[src/rtce_pkg.sv]
// shared types and constants of the range to ternary chunk encoder
// used by every module of the block and by its checker; no dependencies

package rtce_pkg;

    // fixed port field widths
    localparam int KEY_WIDTH     = 16;
    localparam int PATTERN_WIDTH = 24;
    localparam int S_TDATA_WIDTH = 2 * KEY_WIDTH;
    localparam int M_TDATA_WIDTH = 2 * KEY_WIDTH + 2 * PATTERN_WIDTH;

    // defaults for the top level parameters
    localparam int DEF_CHUNK_BITS  = 2;
    localparam int DEF_KEY_BITS    = 16;
    localparam int DEF_QUEUE_DEPTH = 2;

    // chunk counts and positions, wide enough for one-bit chunks on a 16-bit key
    localparam int CNT_WIDTH = 5;

    typedef logic [KEY_WIDTH-1:0] key_t;
    typedef logic [CNT_WIDTH-1:0] cnt_t;

    typedef enum logic {
        RANGE_WHOLE,
        RANGE_SPLIT
    } range_kind_t;

    typedef enum logic {
        WALK_IDLE,
        WALK_RUN
    } walk_state_t;

    // one classified range request, as queued between front and walker
    typedef struct packed {
        key_t        lo;
        key_t        hi;
        range_kind_t kind;
        cnt_t        pos_k;   // chunks below the highest differing chunk
        cnt_t        span;    // chunks covered by the first piece
    } item_t;

endpackage

[src/rtce_front.sv]
// front end: masks the incoming range, drops empty ranges and classifies the rest
// depends on rtce_pkg

module rtce_front
    import rtce_pkg::*;
#(
    parameter int CHUNK_BITS = DEF_CHUNK_BITS,
    parameter int KEY_BITS   = DEF_KEY_BITS
)(
    input  logic                     s_tvalid,
    output logic                     s_tready,
    input  logic [S_TDATA_WIDTH-1:0] s_tdata,
    output logic                     push_valid,
    input  logic                     push_ready,
    output item_t                    push_item
);

    localparam int NUM_CHUNKS = (KEY_BITS + CHUNK_BITS - 1) / CHUNK_BITS;
    localparam int W          = NUM_CHUNKS * CHUNK_BITS;
    localparam int CHUNK_MAX  = (1 << CHUNK_BITS) - 1;

    typedef logic [W-1:0] word_t;

    function automatic logic [CHUNK_BITS-1:0] chunk_of(input word_t v, input int idx);
        return v[idx*CHUNK_BITS +: CHUNK_BITS];
    endfunction

    function automatic word_t low_mask(input cnt_t n);
        word_t ones;
        ones = '1;
        return ~(ones << (int'(n) * CHUNK_BITS));
    endfunction

    word_t lo_w;
    word_t hi_w;
    word_t span_mask;
    logic  empty_range;
    logic  diff_found;
    cnt_t  diff_pos;
    cnt_t  zero_run;
    cnt_t  first_span;
    logic  whole;

    always_comb
    begin
        lo_w        = W'(s_tdata[KEY_BITS-1:0]);
        hi_w        = W'(s_tdata[KEY_WIDTH +: KEY_BITS]);
        empty_range = lo_w > hi_w;

        // highest chunk where the two ends differ
        diff_found = 1'b0;
        diff_pos   = '0;
        for (int i = 0; i < NUM_CHUNKS; i++)
        begin
            if (chunk_of(lo_w, i) != chunk_of(hi_w, i))
            begin
                diff_found = 1'b1;
                diff_pos   = cnt_t'(i);
            end
        end

        // trailing zero chunks of the low end
        zero_run = cnt_t'(NUM_CHUNKS);
        for (int i = NUM_CHUNKS - 1; i >= 0; i--)
        begin
            if (chunk_of(lo_w, i) != '0)
                zero_run = cnt_t'(i);
        end

        span_mask = low_mask(diff_pos);
        whole     = !diff_found ||
                    (((lo_w & span_mask) == '0) && ((hi_w & span_mask) == span_mask));

        // first left-tail piece: stops one chunk lower when that chunk is already full
        if (zero_run >= diff_pos)
            first_span = diff_pos;
        else if (chunk_of(lo_w, int'(zero_run)) == CHUNK_BITS'(CHUNK_MAX))
            first_span = zero_run;
        else
            first_span = zero_run + 1'b1;
    end

    assign s_tready       = push_ready;
    assign push_valid     = s_tvalid && !empty_range;
    assign push_item.lo   = KEY_WIDTH'(lo_w);
    assign push_item.hi   = KEY_WIDTH'(hi_w);
    assign push_item.kind = whole ? RANGE_WHOLE : RANGE_SPLIT;
    assign push_item.pos_k = diff_pos;
    assign push_item.span = first_span;

endmodule

[src/rtce_queue.sv]
// short request queue between the front end and the walker
// depends on rtce_pkg for the queued item type

module rtce_queue
    import rtce_pkg::*;
#(
    parameter int DEPTH = DEF_QUEUE_DEPTH
)(
    input  logic  clk,
    input  logic  rst_n,
    input  logic  push_valid,
    output logic  push_ready,
    input  item_t push_item,
    output logic  pop_valid,
    input  logic  pop_ready,
    output item_t pop_item
);

    localparam int PTR_W = $clog2(DEPTH);
    localparam int CNT_W = $clog2(DEPTH + 1);

    item_t            slots [DEPTH];
    logic [PTR_W-1:0] wr_ptr_reg, wr_ptr_next;
    logic [PTR_W-1:0] rd_ptr_reg, rd_ptr_next;
    logic [CNT_W-1:0] count_reg, count_next;
    logic             do_push;
    logic             do_pop;

    function automatic logic [PTR_W-1:0] bump(input logic [PTR_W-1:0] ptr);
        return (ptr == PTR_W'(DEPTH - 1)) ? '0 : ptr + 1'b1;
    endfunction

    assign push_ready = count_reg != CNT_W'(DEPTH);
    assign pop_valid  = count_reg != '0;
    assign pop_item   = slots[rd_ptr_reg];
    assign do_push    = push_valid && push_ready;
    assign do_pop     = pop_valid && pop_ready;

    always_comb
    begin
        wr_ptr_next = do_push ? bump(wr_ptr_reg) : wr_ptr_reg;
        rd_ptr_next = do_pop ? bump(rd_ptr_reg) : rd_ptr_reg;
        count_next  = count_reg;
        if (do_push && !do_pop)
            count_next = count_reg + 1'b1;
        else if (do_pop && !do_push)
            count_next = count_reg - 1'b1;
    end

    always_ff @(posedge clk or negedge rst_n)
    begin
        if (!rst_n)
        begin
            wr_ptr_reg <= '0;
            rd_ptr_reg <= '0;
            count_reg  <= '0;
        end
        else
        begin
            wr_ptr_reg <= wr_ptr_next;
            rd_ptr_reg <= rd_ptr_next;
            count_reg  <= count_next;
        end
    end

    always_ff @(posedge clk)
    begin
        if (do_push)
            slots[wr_ptr_reg] <= push_item;
    end

endmodule

[src/rtce_walker.sv]
// back end: walks one queued range into ascending chunk-aligned pieces
// and presents each piece with its ternary pattern; depends on rtce_pkg

module rtce_walker
    import rtce_pkg::*;
#(
    parameter int CHUNK_BITS = DEF_CHUNK_BITS,
    parameter int KEY_BITS   = DEF_KEY_BITS
)(
    input  logic                     clk,
    input  logic                     rst_n,
    input  logic                     pop_valid,
    output logic                     pop_ready,
    input  item_t                    pop_item,
    output logic                     m_tvalid,
    input  logic                     m_tready,
    output logic [M_TDATA_WIDTH-1:0] m_tdata,
    output logic                     m_tlast
);

    localparam int NUM_CHUNKS = (KEY_BITS + CHUNK_BITS - 1) / CHUNK_BITS;
    localparam int W          = NUM_CHUNKS * CHUNK_BITS;
    localparam int CHUNK_MAX  = (1 << CHUNK_BITS) - 1;

    typedef logic [W-1:0] word_t;

    function automatic logic [CHUNK_BITS-1:0] chunk_of(input word_t v, input int idx);
        return v[idx*CHUNK_BITS +: CHUNK_BITS];
    endfunction

    function automatic word_t low_mask(input cnt_t n);
        word_t ones;
        ones = '1;
        return ~(ones << (int'(n) * CHUNK_BITS));
    endfunction

    // chunk [a, b]: symbol q from the right is 1 below a, 0 at or above b, else wildcard
    function automatic logic [PATTERN_WIDTH-1:0] pattern_of(input word_t lo, input word_t hi,
                                                           input logic want_care);
        logic [PATTERN_WIDTH-1:0] bits;
        int                       a;
        int                       b;
        bits = '0;
        for (int j = 0; j < NUM_CHUNKS; j++)
        begin
            a = int'(chunk_of(lo, j));
            b = int'(chunk_of(hi, j));
            for (int q = 0; q < CHUNK_MAX; q++)
            begin
                if (want_care)
                    bits[j*CHUNK_MAX + q] = (q < a) || (q >= b);
                else
                    bits[j*CHUNK_MAX + q] = q < a;
            end
        end
        return bits;
    endfunction

    walk_state_t state_reg, state_next;
    logic        first_reg, first_next;
    logic        out_valid_reg, out_valid_next;
    range_kind_t kind_reg, kind_next;
    cnt_t        pos_k_reg, pos_k_next;
    cnt_t        span_reg, span_next;
    word_t       cursor_reg, cursor_next;
    word_t       limit_reg, limit_next;
    word_t       out_low_reg, out_low_next;
    word_t       out_high_reg, out_high_next;
    logic        out_last_reg, out_last_next;

    logic  advance;
    logic  load_piece;
    logic  take_item;
    logic  diff_found;
    cnt_t  diff_pos;
    cnt_t  zero_run;
    cnt_t  block_span;
    word_t diff_mask;
    word_t piece_end;
    logic  piece_last;

    assign advance   = !out_valid_reg || m_tready;
    assign take_item = pop_valid && pop_ready;

    // next piece from the cursor
    always_comb
    begin
        diff_found = 1'b0;
        diff_pos   = '0;
        for (int i = 0; i < NUM_CHUNKS; i++)
        begin
            if (chunk_of(cursor_reg, i) != chunk_of(limit_reg, i))
            begin
                diff_found = 1'b1;
                diff_pos   = cnt_t'(i);
            end
        end

        zero_run = cnt_t'(NUM_CHUNKS);
        for (int i = NUM_CHUNKS - 1; i >= 0; i--)
        begin
            if (chunk_of(cursor_reg, i) != '0)
                zero_run = cnt_t'(i);
        end

        block_span = (zero_run < pos_k_reg) ? zero_run : pos_k_reg;
        diff_mask  = low_mask(diff_pos);

        if (first_reg)
        begin
            piece_end = (kind_reg == RANGE_WHOLE) ? limit_reg
                                                  : (cursor_reg | low_mask(span_reg));
        end
        else if (!diff_found || (diff_pos < pos_k_reg))
        begin
            // right tail: close out when the rest of the high end is full
            if (!diff_found || ((limit_reg & diff_mask) == diff_mask))
                piece_end = limit_reg;
            else
                piece_end = cursor_reg | diff_mask;
        end
        else
        begin
            // left tail and middle: one aligned block per piece
            piece_end = cursor_reg | low_mask(block_span);
        end

        piece_last = piece_end == limit_reg;
    end

    always_comb
    begin
        state_next = state_reg;
        case (state_reg)
            WALK_IDLE:
            begin
                if (pop_valid)
                    state_next = WALK_RUN;
            end
            WALK_RUN:
            begin
                if (advance && piece_last)
                    state_next = WALK_IDLE;
            end
            default:
            begin
                state_next = WALK_IDLE;
            end
        endcase
    end

    always_comb
    begin
        pop_ready  = 1'b0;
        load_piece = 1'b0;
        case (state_reg)
            WALK_IDLE:
            begin
                pop_ready = 1'b1;
            end
            WALK_RUN:
            begin
                load_piece = advance;
            end
            default:
            begin
                pop_ready  = 1'b0;
                load_piece = 1'b0;
            end
        endcase
    end

    always_comb
    begin
        first_next     = first_reg;
        out_valid_next = out_valid_reg;
        kind_next      = kind_reg;
        pos_k_next     = pos_k_reg;
        span_next      = span_reg;
        cursor_next    = cursor_reg;
        limit_next     = limit_reg;
        out_low_next   = out_low_reg;
        out_high_next  = out_high_reg;
        out_last_next  = out_last_reg;

        if (take_item)
        begin
            first_next  = 1'b1;
            kind_next   = pop_item.kind;
            pos_k_next  = pop_item.pos_k;
            span_next   = pop_item.span;
            cursor_next = W'(pop_item.lo);
            limit_next  = W'(pop_item.hi);
        end

        if (load_piece)
        begin
            first_next     = 1'b0;
            out_valid_next = 1'b1;
            cursor_next    = piece_end + 1'b1;
            out_low_next   = cursor_reg;
            out_high_next  = piece_end;
            out_last_next  = piece_last;
        end
        else if (m_tready)
        begin
            out_valid_next = 1'b0;
        end
    end

    always_ff @(posedge clk or negedge rst_n)
    begin
        if (!rst_n)
        begin
            state_reg     <= WALK_IDLE;
            first_reg     <= 1'b0;
            out_valid_reg <= 1'b0;
        end
        else
        begin
            state_reg     <= state_next;
            first_reg     <= first_next;
            out_valid_reg <= out_valid_next;
        end
    end

    always_ff @(posedge clk)
    begin
        kind_reg     <= kind_next;
        pos_k_reg    <= pos_k_next;
        span_reg     <= span_next;
        cursor_reg   <= cursor_next;
        limit_reg    <= limit_next;
        out_low_reg  <= out_low_next;
        out_high_reg <= out_high_next;
        out_last_reg <= out_last_next;
    end

    assign m_tvalid = out_valid_reg;
    assign m_tlast  = out_last_reg;
    assign m_tdata  = {pattern_of(out_low_reg, out_high_reg, 1'b1),
                       pattern_of(out_low_reg, out_high_reg, 1'b0),
                       KEY_WIDTH'(out_high_reg),
                       KEY_WIDTH'(out_low_reg)};

endmodule

[src/range_to_ternary_chunk_encoder.sv]
// a taken request is held in the queue, then in the walker's range registers, and its first
// piece in the output register that drives m_tdata; throughput: one piece per cycle while
//   m_tready holds; the walker loads each range before it steps out the range's pieces,
//   and an empty range is dropped before the queue and never reaches the walker
// the walker's single piece step sets the rate; a queue lets the front take new ranges
// reset: asynchronous, active low, empties the queue, idles the walker, drops m_tvalid

module range_to_ternary_chunk_encoder
    import rtce_pkg::*;
#(
    parameter int CHUNK_BITS  = DEF_CHUNK_BITS,   // 1 or 2
    parameter int KEY_BITS    = DEF_KEY_BITS,     // 4 to 16
    parameter int QUEUE_DEPTH = DEF_QUEUE_DEPTH   // 2 or more
)(
    input  logic                     clk,
    input  logic                     rst_n,
    // range request
    input  logic                     s_tvalid,
    output logic                     s_tready,
    input  logic [S_TDATA_WIDTH-1:0] s_tdata,    // range_low [15:0], range_high [31:16]
    // piece result
    output logic                     m_tvalid,
    input  logic                     m_tready,
    output logic [M_TDATA_WIDTH-1:0] m_tdata,    // piece_low [15:0], piece_high [31:16],
                                                 // match_bits [55:32], care_bits [79:56]
    output logic                     m_tlast     // last_piece
);

    // classified requests on their way to the walker
    logic  push_valid;
    logic  push_ready;
    item_t push_item;
    logic  pop_valid;
    logic  pop_ready;
    item_t pop_item;

    // front: key masking, empty-range drop, split point and first piece span
    rtce_front #(
        .CHUNK_BITS (CHUNK_BITS),
        .KEY_BITS   (KEY_BITS)
    ) u_front (
        .s_tvalid   (s_tvalid),
        .s_tready   (s_tready),
        .s_tdata    (s_tdata),
        .push_valid (push_valid),
        .push_ready (push_ready),
        .push_item  (push_item)
    );

    // decouples request intake from the piece walk
    rtce_queue #(
        .DEPTH (QUEUE_DEPTH)
    ) u_queue (
        .clk        (clk),
        .rst_n      (rst_n),
        .push_valid (push_valid),
        .push_ready (push_ready),
        .push_item  (push_item),
        .pop_valid  (pop_valid),
        .pop_ready  (pop_ready),
        .pop_item   (pop_item)
    );

    // back: one piece per step into the output register, pattern built from it
    rtce_walker #(
        .CHUNK_BITS (CHUNK_BITS),
        .KEY_BITS   (KEY_BITS)
    ) u_walker (
        .clk       (clk),
        .rst_n     (rst_n),
        .pop_valid (pop_valid),
        .pop_ready (pop_ready),
        .pop_item  (pop_item),
        .m_tvalid  (m_tvalid),
        .m_tready  (m_tready),
        .m_tdata   (m_tdata),
        .m_tlast   (m_tlast)
    );

endmodule

[config.mk]
export PLATFORM = sky130hd
export DESIGN_NAME = range_to_ternary_chunk_encoder
export DESIGN_NICKNAME = d
export VERILOG_FILES = /design/src/rtce_pkg.sv /design/src/rtce_front.sv /design/src/rtce_queue.sv /design/src/rtce_walker.sv /design/src/range_to_ternary_chunk_encoder.sv
export SDC_FILE = /design/constraint.sdc
export NUM_CORES = 1
export LEC_CHECK = 0
export BUFFER_PORTS_ARGS = -buffer_cell sky130_fd_sc_hd__buf_2
export CORE_MARGIN = 1.5
export CORE_UTILIZATION = 53
export CTS_CLUSTER_SIZE = 30
export DETAILED_ROUTE_END_ITERATION = 7
export PLACE_DENSITY_LB_ADDON = 0.2
export RECOVER_POWER = 25
export SLEW_MARGIN = 20
export SYNTH_ARGS = -nofsm -noshare
export SYNTH_HDL_FRONTEND = slang
export SYNTH_SLANG_ARGS = --single-unit
[constraint.sdc]
create_clock -name clk -period 3.9 [get_ports clk]
set_input_delay 0 -clock clk [delete_from_list [all_inputs] [get_ports clk]]
set_output_delay 0 -clock clk [all_outputs]
set_load 0.03 [all_outputs]
After elaboration in Yosys (flattened, before gate mapping)
Memory sizes are Yosys's and may differ from the RTL's.
Cells that the tools add are included.
{"block": "op_classes", "n_bitwise": 11, "eq_ne": 21, "mux": 71, "n_addsub": 6, "reduce_logical": 62, "shift": 5, "order_cmp": 52}
{"cell": "16-bit two-way mux", "count": 6}
{"cell": "4-bit two-way mux", "count": 16}
{"cell": "16-bit NOT", "count": 4}
{"cell": "16-bit AND", "count": 3}
{"cell": "16-bit equality test", "count": 3}
{"cell": "16-bit bitwise OR", "count": 3}
{"cell": "2-bit nonzero test", "count": 20}
{"cell": "1-bit by 2-bit >= comparator with 1-bit output (first input constant)", "count": 16}
{"cell": "1-bit by 2-bit less-than comparator with 1-bit output (first input constant)", "count": 16}
{"cell": "2-bit != test", "count": 16}
{"cell": "16-bit by 4-bit left shift with 16-bit output (first input constant)", "count": 2}
{"cell": "16-bit by 6-bit left shift with 16-bit output (first input constant)", "count": 2}
{"cell": "1-bit two-way mux", "count": 31}
{"cell": "1-bit logical OR", "count": 28}
{"cell": "3-bit two-way mux", "count": 8}
{"cell": "16-bit by 1-bit adder with 16-bit output (second input constant)", "count": 1}
{"cell": "2-bit >= comparator (first input constant)", "count": 8}
{"cell": "16-bit greater-than comparator", "count": 1}
{"cell": "16-bit zero test", "count": 1}
{"cell": "2-bit less-than comparator (first input constant)", "count": 8}
{"cell": "16-bit by 6-bit indexed part select with 2-bit output", "count": 1}
{"cell": "5-bit two-way mux", "count": 3}
{"cell": "2-bit two-way mux", "count": 6}
{"cell": "1-bit logical AND", "count": 7}
{"cell": "other kinds (12)", "count": 18}
{"block": "totals", "reg_bits": 83, "inputBits": 36, "output_inout_bits": 83, "ram_bits": 82, "n_memories": 1, "elab_cells": 243}
{"name": "u_queue.slots", "depth": 2, "width": 41, "rd": 1, "rd_clocked_by_memory_dff": 0, "write_ports": 1, "line": "rtce_queue.sv:22", "source": "item_t slots [DEPTH];"}

Logic depth before layout (Yosys ltp)
Gate-level depths: netlist of run 1.
{"block": "depth", "word_depth": 20, "ltp_mapped": 19, "depth_no_buf": 17}

Modules after synthesis
From an unflattened synthesis of run 1, not the netlist that was laid out.
{"block": "hier_totals", "cells_unflattened": 920, "hier_area_um2": 10301.1}
{"module": "rtce_walker", "area_each_um2": 5529.1, "seq_area_each_um2": 2357.3, "instances": 1, "cells_per_inst": 583}
{"module": "rtce_queue", "area_each_um2": 3498.4, "seq_area_each_um2": 2682.6, "instances": 1, "cells_per_inst": 152}
{"module": "rtce_front", "area_each_um2": 1273.7, "seq_area_each_um2": 0.0, "instances": 1, "cells_per_inst": 185}

Worst setup path before layout of run 1
Ideal clock, no wire load.
{"block": "synth_path", "path_kind": "register to register", "startpoint": "register u_walker.cursor_reg[11]", "endpoint": "register u_walker.cursor_reg[13], data pin", "setup_ns": 0.152, "period_less_slack_ns": 4.140, "arrival_ns": 3.988, "stages_incl_launch_ff": 17, "path_buffers": 3, "path_slack_ns": -0.240, "t_required_ns": 3.748, "path_cell_list": "edfxtp_1 buf_2 xor2_1 nor4_4 nand2_1 ha_1 a211o_1 o31ai_1 a21bo_1 buf_2 buf_2 nor3_1 a221oi_4 nand4_2 or2_0 or4_1 a31oi_1"}
{"block": "synth_via", "elab_chain_len": 16, "elab_cells_between_ends": 35, "cone_classes": "add/sub: 1; order compare: 2; eq/ne: 2; shift: 2; mux: 18; bitwise: 6; reduce/logical: 4"}
{"item": "from (decl)", "line": "rtce_walker.sv:65", "source": "word_t cursor_reg, cursor_next;"}
{"item": "from (signal assigned)", "line": "rtce_walker.sv:232", "source": "cursor_reg <= cursor_next;"}
{"item": "2-bit nonzero test", "line": "rtce_walker.sv:102", "source": "if (chunk_of(cursor_reg, i) != '0)"}
{"item": "4-bit two-way mux (6 in a row)", "line": "rtce_walker.sv:102"}
{"item": "4-bit by 5-bit less-than comparator with 1-bit output", "line": "rtce_walker.sv:106", "source": "block_span = (zero_run < pos_k_reg) ? zero_run : pos_k_reg;"}
{"item": "5-bit two-way mux", "line": "rtce_walker.sv:106"}
{"item": "16-bit by 6-bit left shift with 16-bit output", "line": "rtce_walker.sv:34", "source": "return ~(ones << (int'(n) * CHUNK_BITS));"}
{"item": "16-bit NOT", "line": "rtce_walker.sv:34"}
{"item": "16-bit bitwise OR", "line": "rtce_walker.sv:125", "source": "piece_end = cursor_reg | low_mask(block_span);"}
{"item": "16-bit two-way mux (*)", "line": "rtce_walker.sv:114", "source": "else if (!diff_found || (diff_pos < pos_k_reg))"}
{"item": "16-bit two-way mux (*)", "line": "rtce_walker.sv:109", "source": "if (first_reg)"}
{"item": "via u_walker.piece_end[9]", "line": "rtce_walker.sv:79", "source": "word_t piece_end;"}
{"item": "16-bit by 1-bit adder with 16-bit output (*)", "line": "rtce_walker.sv:200", "source": "cursor_next = piece_end + 1'b1;"}
{"item": "16-bit two-way mux (*)", "line": "rtce_walker.sv:196", "source": "if (load_piece)"}
{"item": "via u_walker.cursor_next[13]", "line": "rtce_walker.sv:65"}
The timed path passes the listed nets; every way through them passes the cells marked *.
A chain may end at the register's enable or synchronous reset.

Final worst setup path of run 1
{"block": "layout_path", "startpoint": "register u_walker.limit_reg[7]", "endpoint": "register u_walker.cursor_reg[13], data pin"}
{"block": "layout_via", "elab_chain_len": 16, "elab_cells_between_ends": 26, "cone_classes": "add/sub: 1; order compare: 1; eq/ne: 2; shift: 1; mux: 15; bitwise: 3; reduce/logical: 3"}
{"item": "from (decl)", "line": "rtce_walker.sv:66", "source": "word_t limit_reg, limit_next;"}
{"item": "from (signal assigned)", "line": "rtce_walker.sv:233", "source": "limit_reg <= limit_next;"}
{"item": "2-bit != test", "line": "rtce_walker.sv:92", "source": "if (chunk_of(cursor_reg, i) != chunk_of(limit_reg, i))"}
{"item": "2-bit two-way mux", "line": "rtce_walker.sv:92"}
{"item": "3-bit two-way mux (4 in a row)", "line": "rtce_walker.sv:92"}
{"item": "16-bit by 4-bit left shift with 16-bit output", "line": "rtce_walker.sv:34"}
{"item": "16-bit NOT", "line": "rtce_walker.sv:34"}
{"item": "16-bit AND", "line": "rtce_walker.sv:117", "source": "if (!diff_found || ((limit_reg & diff_mask) == diff_mask))"}
{"item": "16-bit equality test", "line": "rtce_walker.sv:117"}
{"item": "1-bit logical OR", "line": "rtce_walker.sv:117"}
{"item": "16-bit two-way mux", "line": "rtce_walker.sv:117"}
{"item": "16-bit two-way mux (*)", "line": "rtce_walker.sv:114"}
{"item": "16-bit two-way mux (*)", "line": "rtce_walker.sv:109"}
{"item": "via u_walker.piece_end[8]", "line": "rtce_walker.sv:79"}
{"item": "16-bit by 1-bit adder with 16-bit output (*)", "line": "rtce_walker.sv:200"}
{"item": "16-bit two-way mux (*)", "line": "rtce_walker.sv:196"}
{"item": "via u_walker.cursor_next[13]", "line": "rtce_walker.sv:65"}
Marks and branches as above.

==> results of run 1 <==
## logic make-up after synthesis
group | after synthesis | share of synthesized area [%]
AOI/OAI and AO/OA | 198 | 16.3
xor gates and xnor gates | 41 | 3.85
adders and majority gates | 25 | 3.36
buffers and inverters | 82 | 3.98
DFF | 163 | 52.2
muxes | 32 | 3.92
other | 1 | 0.0403
and+or+nand+nor | 275 | 16.3
## metal layers
| layer | GRT usage [%] | vias up |
|---|---|---|
| li1 | - | 3696 |
| met1 | 37.0 | 3818 |
| met2 | 49.9 | 415 |
| met3 | 4.38 | 95 |
| met4 | 16.7 | 0 |
| met5 | 0 | - |
## power by group
group          internal (mW)  switching (mW)  leakage, nW  total, mW
logic                  0.569           0.792         3.12       1.36
clock network          0.864           0.775        0.289       1.64
registers               2.16           0.110         1.51       2.27
## synthesized netlist by cell type (12+ instances only)
master / instances / area [sq um]
a21oi_1: 34 / 170
nand2b_1: 20 / 125
o21ai_0: 26 / 130
mux2_2: 26 / 293
ha_1: 25 / 313
buf_2: 12 / 60.1
inv_1: 36 / 135
nor2b_1: 20 / 125
edfxtp_1: 156 / 4680
nor2_1: 47 / 176
nor4_1: 13 / 81.3
nand3_1: 17 / 85.1
clkbuf_1: 19 / 71.3
nand2_1: 56 / 210
xnor2_1: 25 / 219
and2_1: 14 / 87.6
xor2_1: 16 / 140
nor3_1: 21 / 105
a211oi_1: 21 / 158
## what timing repair did
| item | in CTS | in global routing |
|---|---|---|
| endpoints found under the setup margin | 16 | 18 |
| endpoints found under the hold margin | 73 | 0 |
| buffers inserted | 12 | 27 |
| cloned | 1 | 0 |
| pin swaps | 19 | 45 |
| hold buffers | 36 | 0 |
| resized for setup | 33 | 79 |
## stage by stage
stage / setup TNS, ns / power, mW
floorplan: -0.113 / 3.00
CTS: -1.12 / 5.15
detailed placement: -5.43 / 3.44
global route: -4.69 / 5.46
global placement: -5.63 / 3.43
finish: -2.96 / 5.27
## final cells by class
class / count / area share [%]
clock inverter: 14 / 1.28
tap: 225 / 2.21
multi-input combinational: 574 / 36.5
clock buffer: 18 / 3.36
inverter: 37 / 1.09
sequential: 163 / 38.1
timing repair buffer: 319 / 17.4
## final timing paths
check	slack, ns	depth (start not counted)	end	startpoint
max in group asynchronous	3.07	3	u_queue.rd_ptr_reg	rst_n
hold / removal	0.41	2	u_queue.slots[1][9]	s_tdata[16]
setup / recovery	-0.37	16	u_walker.cursor_reg[13]	u_walker.limit_reg[7]
hold reg to reg	0.53	2	u_walker.m_tvalid	u_walker.m_tvalid
min in group asynchronous	0.55	3	u_walker.first_reg	rst_n
setup reg to reg	-0.37	16	u_walker.cursor_reg[13]	u_walker.limit_reg[7]
## critical path, cell delays in order (launching register included)
cell and delay [ns]:
edfxtp_1 0.44, xor2_2 0.20, or4_4 0.55, nand2_2 0.09, nand2_2 0.07, ha_4 0.16
a211o_1 0.33, o31ai_4 0.25, a21bo_4 0.25, buf_6 0.13, buf_8 0.13, nor3_4 0.05
a221oi_4 0.32, nand4_2 0.15, or2_1 0.26, or4_1 0.54, a31oi_1 0.18
==> reports/results.tsv, run 1 <==
metric	value	unit
grt_pass1_wl	40700	um
ys_seq_area_share	52.2	%
drt_first_pass_iters	6	
synth_edf_count	156	
powerDensity	413	mW/mm^2
fin_area	0.0128	sq mm
io_buffers	118	
layout_common_cells	edfxtp_1 (156), buf_4 (151), buf_2 (86), nand2_1 (50), nor2_1 (40)	
start_util	54.1	%
die_w	136	um
fmax	0.234	GHz
cts_made_buffers	17	
routed_wl	27900	um
routed.top_layer	met4	
wl_met2	13500	um
post-route-period-util	110	%
final_common_cell	edfxtp_1	
cts_sinks	163	
fillers	1180	
maxCapViolations	0	
hold_slack	0.408	ns
worstSetupStartpointType	register	
hpwlAfterDp	19700	um
synth_ff_type	edfxtp_1	
rsz0062_at_grt	yes	
ios	119	
cp.required	4.16	ns
p_leak	4.92	nW
fin_skew	0.0101	ns
gp_congestion	0.995	
async_reset_ff_share	4.29	%
cts_tree	built	
place_area	0.0110	sq mm
first_iter_violations	737	
clk_pin_slew_worst_paths	0.07	ns
yosysWarnings	0	
cts-root-buf	clkbuf_16	
dp_slack	-0.501	ns
wire_per_inst	20.7	um
final_cells	1350	
avgSynthCellArea	11.4	sq um
dieArea	0.0184	sq mm
vias_per_cell	5.94	
cp_max_fo	6	
fin_ws	-0.374	ns
timing.final.crit_period	4.27	ns
cp-end-kind	register	
grt_pass1_vias	7642	
finalMaxSlewViolations	0	
grt_max_degree	55	
die_h	136	um
met1_length	11000	um
violations	setup timing	
regMostFlops	u_queue.slots	
largest_register_ffs	82	
drcViolationCount	0	
layout-drive-gt1-share	37.4	%
hold_class	input port to register	
final_hold_viol_count	0	
vias	8024	
worst-setup-path-type	register to register	
overflow	0	
vdd_drop_max	0.320	mV
tightest_slew	1.09	ns
htree_levels	4	
yosys.cell_types.count	90	
grtUsageTotal	29.8	%
final_util	74.0	%
diodes	0	
core-area	0.0172	sq mm
finalNetCount	1173	
cts_max_path_buffers	2	
slew_headroom	27.5	%
area_delta_synth_final	36.9	%
antenna_found_initial	0	
final-seq-area	0.00486	sq mm
status	finished, violations left	
rows	48	
setup-violations-final	13	
syn_area	0.00932	sq mm
multi_input_area	0.00466	sq mm
wl_met3	1920	um
dp_cells	1244	
ys_ff_latch	163	
synthCells	817	
insertion_delay	0.42	ns
crit_arrival	4.53	ns
drtAntennaViolNets	0	
Power figures use the tool's default switching activity.
==> inputs of run 2 (changes only) <==
--- a/config.mk
+++ b/config.mk
@@ -5,6 +5,7 @@
 export SDC_FILE = /design/constraint.sdc
 export NUM_CORES = 1
 export LEC_CHECK = 0
+export ABC_AREA = 1
 export BUFFER_PORTS_ARGS = -buffer_cell sky130_fd_sc_hd__buf_2
 export CORE_MARGIN = 1.5
 export CORE_UTILIZATION = 53
==> run 2 against run 1 <==
Against the previous run: the flow now finishes without violations; synthesized cell count increased by 34%; clock-buffer cell count decreased by 1; core utilization decreased by 8.6 points; cell count increased by 12%; power decreased by 7.7%; register-to-register slack improved by 0.64 ns; synthesized area decreased by 0.51%; clock power increased by 9%; sequential share of layout area increased by 5.2 points; routed wire length decreased by 16%; non-clock buffer count decreased by 135; flip-flop and latch count unchanged; critical path type unchanged; largest cell class unchanged.
==> reports/results.tsv, run 2 <==
metric	value	unit	change
syn_area	0.00927	sq mm	-0.51%
rsz0062_at_grt	no		
cts_max_path_buffers	2		unchanged
crit_arrival	3.80	ns	-0.73 ns
drtAntennaViolNets	0		unchanged
synth.most_common_cell	nand2_1		
avgSynthCellArea	8.46	sq um	-26%
cts_sinks	163		unchanged
yosys-top-cells-count	nand2_1 (392), edfxtp_1 (156), inv_1 (134)		
grt_pass1_wl	36900	um	-9.3%
synthCells	1096		+34%
ys_ff_latch	163		unchanged
area_delta_synth_final	21.1	%	
dieArea	0.0183	sq mm	-0.49%
ios	119		unchanged
routed.top_layer	met4		
fin_skew	0.00818	ns	-0.00195 ns
largest_register_ffs	82		unchanged
final_common_cell	nand2_1		
final_hold_viol_count	0		unchanged
yosys.cell_types.count	44		-51%
r2r_cells	21		+5
status	completed		
rows	48		unchanged
maxCapViolations	0		unchanged
post-route-period-util	93.2	%	-16 points
yosysTopAreaCellShare	50.5	%	+0.26 points
min_path_cells	5		+3
routed_wl	23500	um	-16%
cts_tree	built		
wl_met2	11300	um	-16%
regMostFlops	u_queue.slots		
grtUsageTotal	26.5	%	-3.3 points
synth_area_leaders	edfxtp_1 (51%), nand2_1 (16%), inv_1 (5.4%)		
cts_made_buffers	17		unchanged
die_h	135	um	-0.25%
yosysWarnings	0		unchanged
met1_length	9940	um	-9.8%
fin_ws	0.263	ns	+0.637 ns
yosys.area.top_type	edfxtp_1		
wire_per_inst	15.6	um	-25%
cp.required	4.06	ns	-0.10 ns
cts-root-buf	clkbuf_16		
fmax	0.275	GHz	+18%
worst-setup-path-type	register to register		
worstSetupStartpointType	register		
htree_levels	4		unchanged
first_iter_violations	723		-1.9%
vdd_drop_max	0.314	mV	-2.0%
ys_seq_area_share	52.4	%	+0.27 points
grt_max_degree	45		-18%
hold_class	input port to register		
vias	8053		+0.36%
timing.final.crit_period	3.64	ns	-0.637 ns
start_util	54.0	%	-0.088 points
layout-drive-gt1-share	15.1	%	-22 points
drt_first_pass_iters	5		-1
hpwlAfterDp	17100	um	-13%
powerDensity	434	mW/mm^2	+4.9%
clk_pin_slew_worst_paths	0.07	ns	about the same
drcViolationCount	0		unchanged
synth_edf_count	156		unchanged
p_leak	5.13	nW	+4.2%
tightest_slew	0.806	ns	-0.282 ns
io_buffers	118		unchanged
overflow	0		unchanged
dp_slack	0.149	ns	+0.650 ns
cp-end-kind	register		
layout_common_cells	nand2_1 (388), edfxtp_1 (156), inv_1 (132), nand3_1 (93), buf_2 (73)		
finalSetupTns	0	ns	+2.96 ns
core-area	0.0172	sq mm	-0.35%
vias_per_cell	5.34		-10%
finalNetCount	1332		+14%
grt_pass1_vias	7402		-3.1%
insertion_delay	0.43	ns	about the same
power	4.87	mW	-7.7%
wl_met3	1670	um	-13%
die_w	135	um	-0.25%
diodes	0		unchanged
setup-violations-final	0		-13
gp_congestion	0.947		-4.8%
cp_max_fo	5		-1
finalMaxSlewViolations	0		unchanged
slew_headroom	46.2	%	+19 points
synth_ff_type	edfxtp_1		
antenna_found_initial	0		unchanged
async_reset_ff_share	4.29	%	unchanged
final_util	65.4	%	-8.6 points
==> run 2: worst paths after layout <==
| kind | startpoint | to | slack (ns) |
|---|---|---|---|
| worst max-delay path | u_walker.cursor_reg[10] | u_walker.cursor_reg[2] | 0.26 |
| worst min-delay path | s_tvalid | u_queue.wr_ptr_reg | 0.14 |
| worst max register to register | u_walker.cursor_reg[10] | u_walker.cursor_reg[2] | 0.26 |
| worst min register to register | u_queue.count_reg[0] | u_queue.count_reg[0] | 0.48 |
| max in group asynchronous | rst_n | u_queue.rd_ptr_reg | 3.10 |
| min in group asynchronous | rst_n | u_queue.wr_ptr_reg | 0.56 |
==> run 2: worst max-delay path: stages (launching register included) <==
cell and delay (ns):
edfxtp_1 0.49, inv_1 0.16, nand2_1 0.08, nor2_1 0.14, nand4_1 0.12, inv_1 0.09, nor2_2 0.04, ha_1 0.28
inv_1 0.07, o21ai_0 0.08, nor2_1 0.18, nand2_1 0.12, nand2_1 0.07, nand2_1 0.11, nor2_1 0.20, nand3_1 0.16
nand3_2 0.13, nand2_2 0.10, ha_1 0.23, or2_2 0.29, a21oi_1 0.16, a31oi_1 0.08
==> run 2: routing by layer <==
layer | up-vias | GRT usage, %
met4 | 0 | 9.44
met5 | - | 0
met1 | 3670 | 34.8
met2 | 359 | 44.0
li1 | 3968 | -
met3 | 56 | 4.98
==> run 2: power by group <==
part	total [mW]	internal, mW	switching [mW]
logic	0.876	0.271	0.605
registers	2.22	2.14	0.0796
clock network	1.78	0.990	0.787
total	4.87	3.40	1.47
==> run 2: kinds of logic after synthesis <==
logic type,count (synthesis),synth area share (%)
AOI/OAI and AO/OA,113,7.51
xor gates and xnor gates,14,1.32
adders and majority gates,25,3.37
buffers and inverters,172,7.51
DFF,163,52.4
other,1,0.0405
and+or+nand+nor,608,27.8
==> run 2: per-stage QoR <==
stage	hold WS, ns	area, sq um	cells
6_report	0.140	11200	1509
5_1_grt	0.188	11200	1509
4_1_cts	0.132	11200	1498
3_5_place_dp	-0.159	10200	1431
3_3_place_gp	-0.158	10200	1431
2_1_floorplan	-0.296	9270	1097
==> run 2: area by class of cell <==
cell class | instances | area, sq um
fill | 1428 | 5950
sequential | 163 | 4860
multi-input combinational | 762 | 3780
timing repair buffer | 184 | 1140
inverter | 143 | 537
clock buffer | 17 | 425
tap | 225 | 282
clock inverter | 15 | 204
==> run 2: repair_timing <==
item,in CTS,in global routing
hold endpoints to repair,72,0
hold buffers,35,0
setup endpoints to repair,0,13
buffers inserted,0,11
gates resized for setup,0,16
